==> src/rtl/core/dd_odom_pkg.sv <==
package dd_odom_pkg;

	localparam int unsigned ADDR_W = 4;

	localparam logic [ADDR_W-1:0] ADDR_RADIUS    = 4'h0;
	localparam logic [ADDR_W-1:0] ADDR_BASE      = 4'h4;
	localparam logic [ADDR_W-1:0] ADDR_THRESHOLD = 4'h8;

	localparam logic [15:0] RADIUS_RST    = 16'd2294;
	localparam logic [17:0] BASE_RST      = 18'd17170;
	localparam logic [15:0] THRESHOLD_RST = 16'd66;

	localparam logic signed [35:0] TWO_PI_Q16  = 36'sd411775;
	localparam logic signed [35:0] PI_Q30      = 36'sd3373259426;
	localparam logic signed [35:0] HALF_PI_Q30 = 36'sd1686629713;
	localparam logic signed [35:0] TWO_PI_Q30  = 36'sd6746518852;
	localparam logic signed [35:0] GAIN_Q30    = 36'sd652032875;
	localparam logic signed [63:0] R_LIMIT     = 64'sd2147483647;

	// Arctangent of 2^-i in Q2.30.
	function automatic logic signed [35:0] atan_q30(input logic [4:0] i);
		logic signed [35:0] v;
		case (i)
			5'd0: v = 36'sd843314857;
			5'd1: v = 36'sd497837829;
			5'd2: v = 36'sd263043837;
			5'd3: v = 36'sd133525159;
			5'd4: v = 36'sd67021687;
			5'd5: v = 36'sd33543516;
			5'd6: v = 36'sd16775851;
			5'd7: v = 36'sd8388437;
			5'd8: v = 36'sd4194283;
			5'd9: v = 36'sd2097149;
			default: v = 36'sd1 <<< (5'd30 - i);
		endcase
		return v;
	endfunction

	typedef struct packed {
		logic load;      // capture the item and start the difference step
		logic scale;     // multiply angle differences by the radius
		logic sums;      // form sum and difference
		logic dth_start; // start dtheta division
		logic wrap;      // wrap the heading
		logic cor_start; // start CORDIC on selected angle
		logic cor_sel;   // 0: old heading, 1: new heading
		logic save0;     // store first CORDIC result
		logic r_start;   // start radius division
		logic mul_a;     // first product
		logic mul_b;     // second product
		logic commit;    // update the pose
		logic skip;      // first item: record angles only
	} dd_cmd_t;

	typedef struct packed {
		logic div_done;
		logic cor_done;
		logic straight;
	} dd_sts_t;

endpackage

==> src/rtl/core/dd_odom_ctrl.sv <==
module dd_odom_ctrl (
	input  logic                 clk,
	input  logic                 arst_n,
	input  logic                 in_valid,
	output logic                 in_ready,
	output logic                 out_valid,
	input  logic                 out_ready,
	input  dd_odom_pkg::dd_sts_t sts,
	output dd_odom_pkg::dd_cmd_t cmd
);
	import dd_odom_pkg::*;

	typedef enum logic [12:0] {
		ST_IDLE   = 13'b0000000000001,
		ST_SCALE  = 13'b0000000000010,
		ST_SUMS   = 13'b0000000000100,
		ST_DTH    = 13'b0000000001000,
		ST_DTHW   = 13'b0000000010000,
		ST_WRAP   = 13'b0000000100000,
		ST_COR0   = 13'b0000001000000,
		ST_DECIDE = 13'b0000010000000,
		ST_RDIV   = 13'b0000100000000,
		ST_COR1   = 13'b0001000000000,
		ST_MULA   = 13'b0010000000000,
		ST_MULB   = 13'b0100000000000,
		ST_COMMIT = 13'b1000000000000
	} state_t;

	state_t state_q;
	logic   first_q;
	logic   out_valid_q;
	logic   accept;
	logic   cor1_started_q;

	assign in_ready  = (state_q == ST_IDLE) && (!out_valid_q || out_ready);
	assign out_valid = out_valid_q;
	assign accept    = in_valid && in_ready;

	always_comb begin
		cmd = '0;
		cmd.skip      = accept && first_q;
		cmd.load      = accept && !first_q;
		cmd.scale     = (state_q == ST_SCALE);
		cmd.sums      = (state_q == ST_SUMS);
		cmd.dth_start = (state_q == ST_DTH);
		cmd.wrap      = (state_q == ST_WRAP);
		cmd.cor_start = (state_q == ST_WRAP) || ((state_q == ST_RDIV) && sts.div_done);
		cmd.cor_sel   = (state_q == ST_RDIV) || (state_q == ST_COR1);
		cmd.save0     = (state_q == ST_COR0) && sts.cor_done;
		cmd.r_start   = (state_q == ST_DECIDE) && !sts.straight;
		cmd.mul_a     = (state_q == ST_MULA);
		cmd.mul_b     = (state_q == ST_MULB);
		cmd.commit    = (state_q == ST_COMMIT);
	end

	always_ff @(posedge clk or negedge arst_n) begin
		if (!arst_n) begin
			state_q        <= ST_IDLE;
			first_q        <= 1'b1;
			out_valid_q    <= 1'b0;
			cor1_started_q <= 1'b0;
		end else begin
			if (out_valid_q && out_ready) begin
				out_valid_q <= 1'b0;
			end
			cor1_started_q <= 1'b0;
			case (state_q)
				ST_IDLE: begin
					if (accept) begin
						if (first_q) begin
							first_q     <= 1'b0;
							out_valid_q <= 1'b1;
						end else begin
							state_q <= ST_SCALE;
						end
					end
				end
				ST_SCALE:  state_q <= ST_SUMS;
				ST_SUMS:   state_q <= ST_DTH;
				ST_DTH:    state_q <= ST_DTHW;
				ST_DTHW: begin
					if (sts.div_done) begin
						state_q <= ST_WRAP;
					end
				end
				ST_WRAP:   state_q <= ST_COR0;
				ST_COR0: begin
					if (sts.cor_done) begin
						state_q <= ST_DECIDE;
					end
				end
				ST_DECIDE: state_q <= sts.straight ? ST_MULA : ST_RDIV;
				ST_RDIV: begin
					if (sts.div_done) begin
						state_q <= ST_COR1;
					end
				end
				ST_COR1: begin
					if (sts.cor_done) begin
						state_q <= ST_MULA;
					end
				end
				ST_MULA:   state_q <= ST_MULB;
				ST_MULB:   state_q <= ST_COMMIT;
				ST_COMMIT: begin
					state_q     <= ST_IDLE;
					out_valid_q <= 1'b1;
				end
				default:   state_q <= ST_IDLE;
			endcase
		end
	end
endmodule

==> config.mk <==
export PLATFORM = sky130hd
export DESIGN_NAME = dd_odom_ctrl
export DESIGN_NICKNAME = d
export VERILOG_FILES = /design/src/rtl/core/dd_odom_pkg.sv /design/src/rtl/core/dd_odom_ctrl.sv
export SDC_FILE = /design/constraint.sdc
export NUM_CORES = 1
export LEC_CHECK = 0
export CORE_MARGIN = 2
export CORE_UTILIZATION = 45
export DETAILED_ROUTE_END_ITERATION = 10
export DONT_BUFFER_PORTS = 1
export GPL_TIMING_DRIVEN = 0
export PLACE_DENSITY_LB_ADDON = 0.12
export SYNTH_ARGS = -nofsm -noshare
export SYNTH_HDL_FRONTEND = slang
export SYNTH_SLANG_ARGS = --single-unit
==> constraint.sdc <==
create_clock -name clk -period 5.65 [get_ports clk]
set_input_delay 0.565 -clock clk [delete_from_list [all_inputs] [get_ports clk]]
set_output_delay 0.565 -clock clk [all_outputs]
set_load 0.005 [all_outputs]
==> out/summary.txt <==
Reg area -> 377.9 µm²
post-synth top area cell -> dfrtp_1
setup tns final -> 0 ns
Worst Tran Pin Value -> 0.6218 ns
number of DRC markers in iteration 0 -> 17
Worst Setup Path Type -> reg -> out
setup slack, reg-to-reg -> 3.77 ns
worst setup margin -> 3.016 ns
DP Worst Slack -> 3.359 ns
routed len/inst -> 14.77 µm
Rows -> 16
post-DP HPWL -> 1466 µm
Pwr Total -> 348.8 µW
max_cap viols -> 0
top-count cell post-synth -> dfrtp_1
Tmin final -> 2.635 ns
first-pass GRT wire length -> 3581 µm
fillers -> 206
Async S/R FF share, synth -> 100.0%
number of synthesized flops with an enable pin -> 0
Max Buffers Root-to-Sink -> 2
met2 usage -> 25.66%
I/O Buffers -> 0
Pre-antenna DRT Iters -> 4
Critical R2R Launch -> state_q[2]
Worst Clk Skew -> 0.002718 ns
Critical Path RT -> 5.09 ns
initial antenna violation count -> 0
RSZ-0062 raised after global routing -> no
NumNets Final -> 121
Die Wd -> 50.90 µm
Hold Buf Count CTS -> 1
max-slew violation count -> 0
syn_nets -> 115
global route overflow -> 0
synth top area cells -> dfrtp_1 33%, nor4b_1 8.0%, dfstp_2 5.3%
Multi-input gate area -> 550.5 µm²
Final GP Congestion -> 0.8355
top cell family by delay on the critical path -> simple AND/OR/NAND/NOR gates
later-pin clock latency in the skew report -> 0.29 ns
critical path cell sequence -> buf_2, or2_1, clkbuf_1, or3_1, nor4_1, or2_2
r2r endpoint -> state_q[10]
number of library cell types mapped by synthesis -> 34
post-synth top area share -> 32.87%
effective utilization at floorplan -> 48.95%
outcome -> completed
CTS buffer count -> 3
arrival time of the worst setup path -> 2.07 ns
worst setup path start -> state_q[6]
final count of negative-setup-slack endpoints -> 0
GRT Util Overall -> 18.45%
CP max stage delay -> 0.36 ns
yosys warns -> 0
most frequent cells after synthesis -> 13 x dfrtp_1, 9 x nor4b_1, 8 x nor4_1
WP buf/inv -> 2
die area -> 2590 µm²
Slew HR -> 58.41%
area grow syn2layout -> 7.080%
vias in the first global route -> 754
clock slew at reported path FFs -> 0.09 ns
post-route ant nets -> 0
final period utilization -> 46.63%
sequential area share after synthesis -> 38.18%
CTS root buffer -> clkbuf_4
CP max FO -> 7
fraction of layout cells with a size suffix above 1 -> 16.81%
CP endpoint kind -> output pin
met3 global-route usage -> 3.509%
pin count of the biggest net entering global routing -> 14
Vias/cell -> 5.843
CP Launch Type -> register
core area -> 2022 µm²
Routed WL -> 2068 µm
fmax -> 0.3796 GHz
Fin. Hold Viols -> 0
GRT busiest layer -> met1
Post-CTS Repair Setup Buffers -> 0
chip height -> 50.90 µm
M1 GR Usage -> 27.00%
slowest CP cell -> dfrtp_1
Syn Inst Count -> 108
Diodes inserted -> 0
Post-CTS Resized -> 0
Leak -> 0.0005035 µW
# IOs -> 22
CTS tree -> yes
hold crit path type -> in -> async
vias post-DR -> 818
Max VDD drop -> 0.1513 mV
Mapped Area -> 989.7 µm²
Synth Register Bits -> 15
H-tree level count -> 1
Worst Reg-to-Reg Cells -> 6
mean post-synth cell area -> 9.164 µm²
Residual DRC -> 0
PwrDens -> 329.1 nW/µm²
clock sink count -> 15
predominant post-synthesis flop cell -> dfrtp_1
[layout make-up]
cell class,count,share of cell area (%)
repair buffers,1,0.9445
inverters,2,0.7084
well taps,27,3.188
plain buffers,9,5.077
flip-flops and latches,15,35.66
multi-input cells,82,51.95
clock buffers,4,2.479
[cells by family (layout without fill, tap and decap cells)]
kind of cell / Yosys count / count (layout) / share of synthesized area (%)
and+or+nand+nor: 66 / 66 / 42.99
DFF: 15 / 15 / 38.18
buffers and inverters: 11 / 16 / 6.195
AOI/OAI and AO/OA: 10 / 10 / 7.333
xor gates and xnor gates: 6 / 6 / 5.310
[power breakdown]
part | internal [µW] | leakage, µW | switching (µW)
Clock | 27.5 | 0.0000150 | 35.3
Sequential | 121 | 0.000201 | 12.7
Combinational | 56.7 | 0.000287 | 95.2
Total | 206 | 0.000503 | 143
[registers in the layout, summed over array words and instances, names as in the netlist]
name and flops:
out_valid 1, first_q 1, state_q 13
[worst register-to-register path, cell delays in order, from the launching register on]
cell and delay, ns:
dfrtp_1 0.38, buf_6 0.14, nor4_4 0.38, nand2_2 0.16, or4_4 0.52, nand3_2 0.12, nor4b_1 0.06
[through the flow]
stage / instance area [µm²] / util [%] / hold slack [ns] / std cells
after global routing: 1060 / 52.41 / 0.09059 / 140
final: 1060 / 52.41 / 0.1059 / 140
after detailed placement: 1023 / 50.62 / 0.2698 / 135
after floorplan: 989.7 / - / 0.2694 / 108
after CTS: 1060 / 52.41 / 0.09771 / 140
after global placement: 1023 / 50.62 / 0.2698 / 135
[per-layer routing]
layer	wire length, µm	up-vias	part of all wire [%]
met5	0	-	0
met4	33	0	1.6
met1	1019	388	49
met2	909	19	44
met3	105	4	5.1
li1	-	407	-
[worst max path at each step]
stage	end	slack, ns	cells past startpoint
6_report	cmd[7]	3.02	6
5_1_grt	cmd[7]	2.81	6
3_3_place_gp	cmd[7]	3.36	6
4_1_cts	cmd[7]	3.02	6
2_1_floorplan	cmd[7]	3.47	6
3_5_place_dp	cmd[7]	3.36	6
[cells in the final DEF (no fill, tap or decap), types with 2 or more instances in the layout]
cell and n:
or2_2 2, buf_2 4, nand2b_1 5, nor4b_1 9, clkbuf_1 4, xor2_1 4
dfstp_2 2, xnor2_1 2, dfrtp_1 13, nor4_1 8, buf_6 2, or3_1 2
nor2_1 7, a21o_1 4, nand2_1 7, inv_1 2, clkbuf_4 3, nand3_1 6
nand3b_1 4, nor3_1 7
Note: power is estimated with default switching activity, not from simulation.
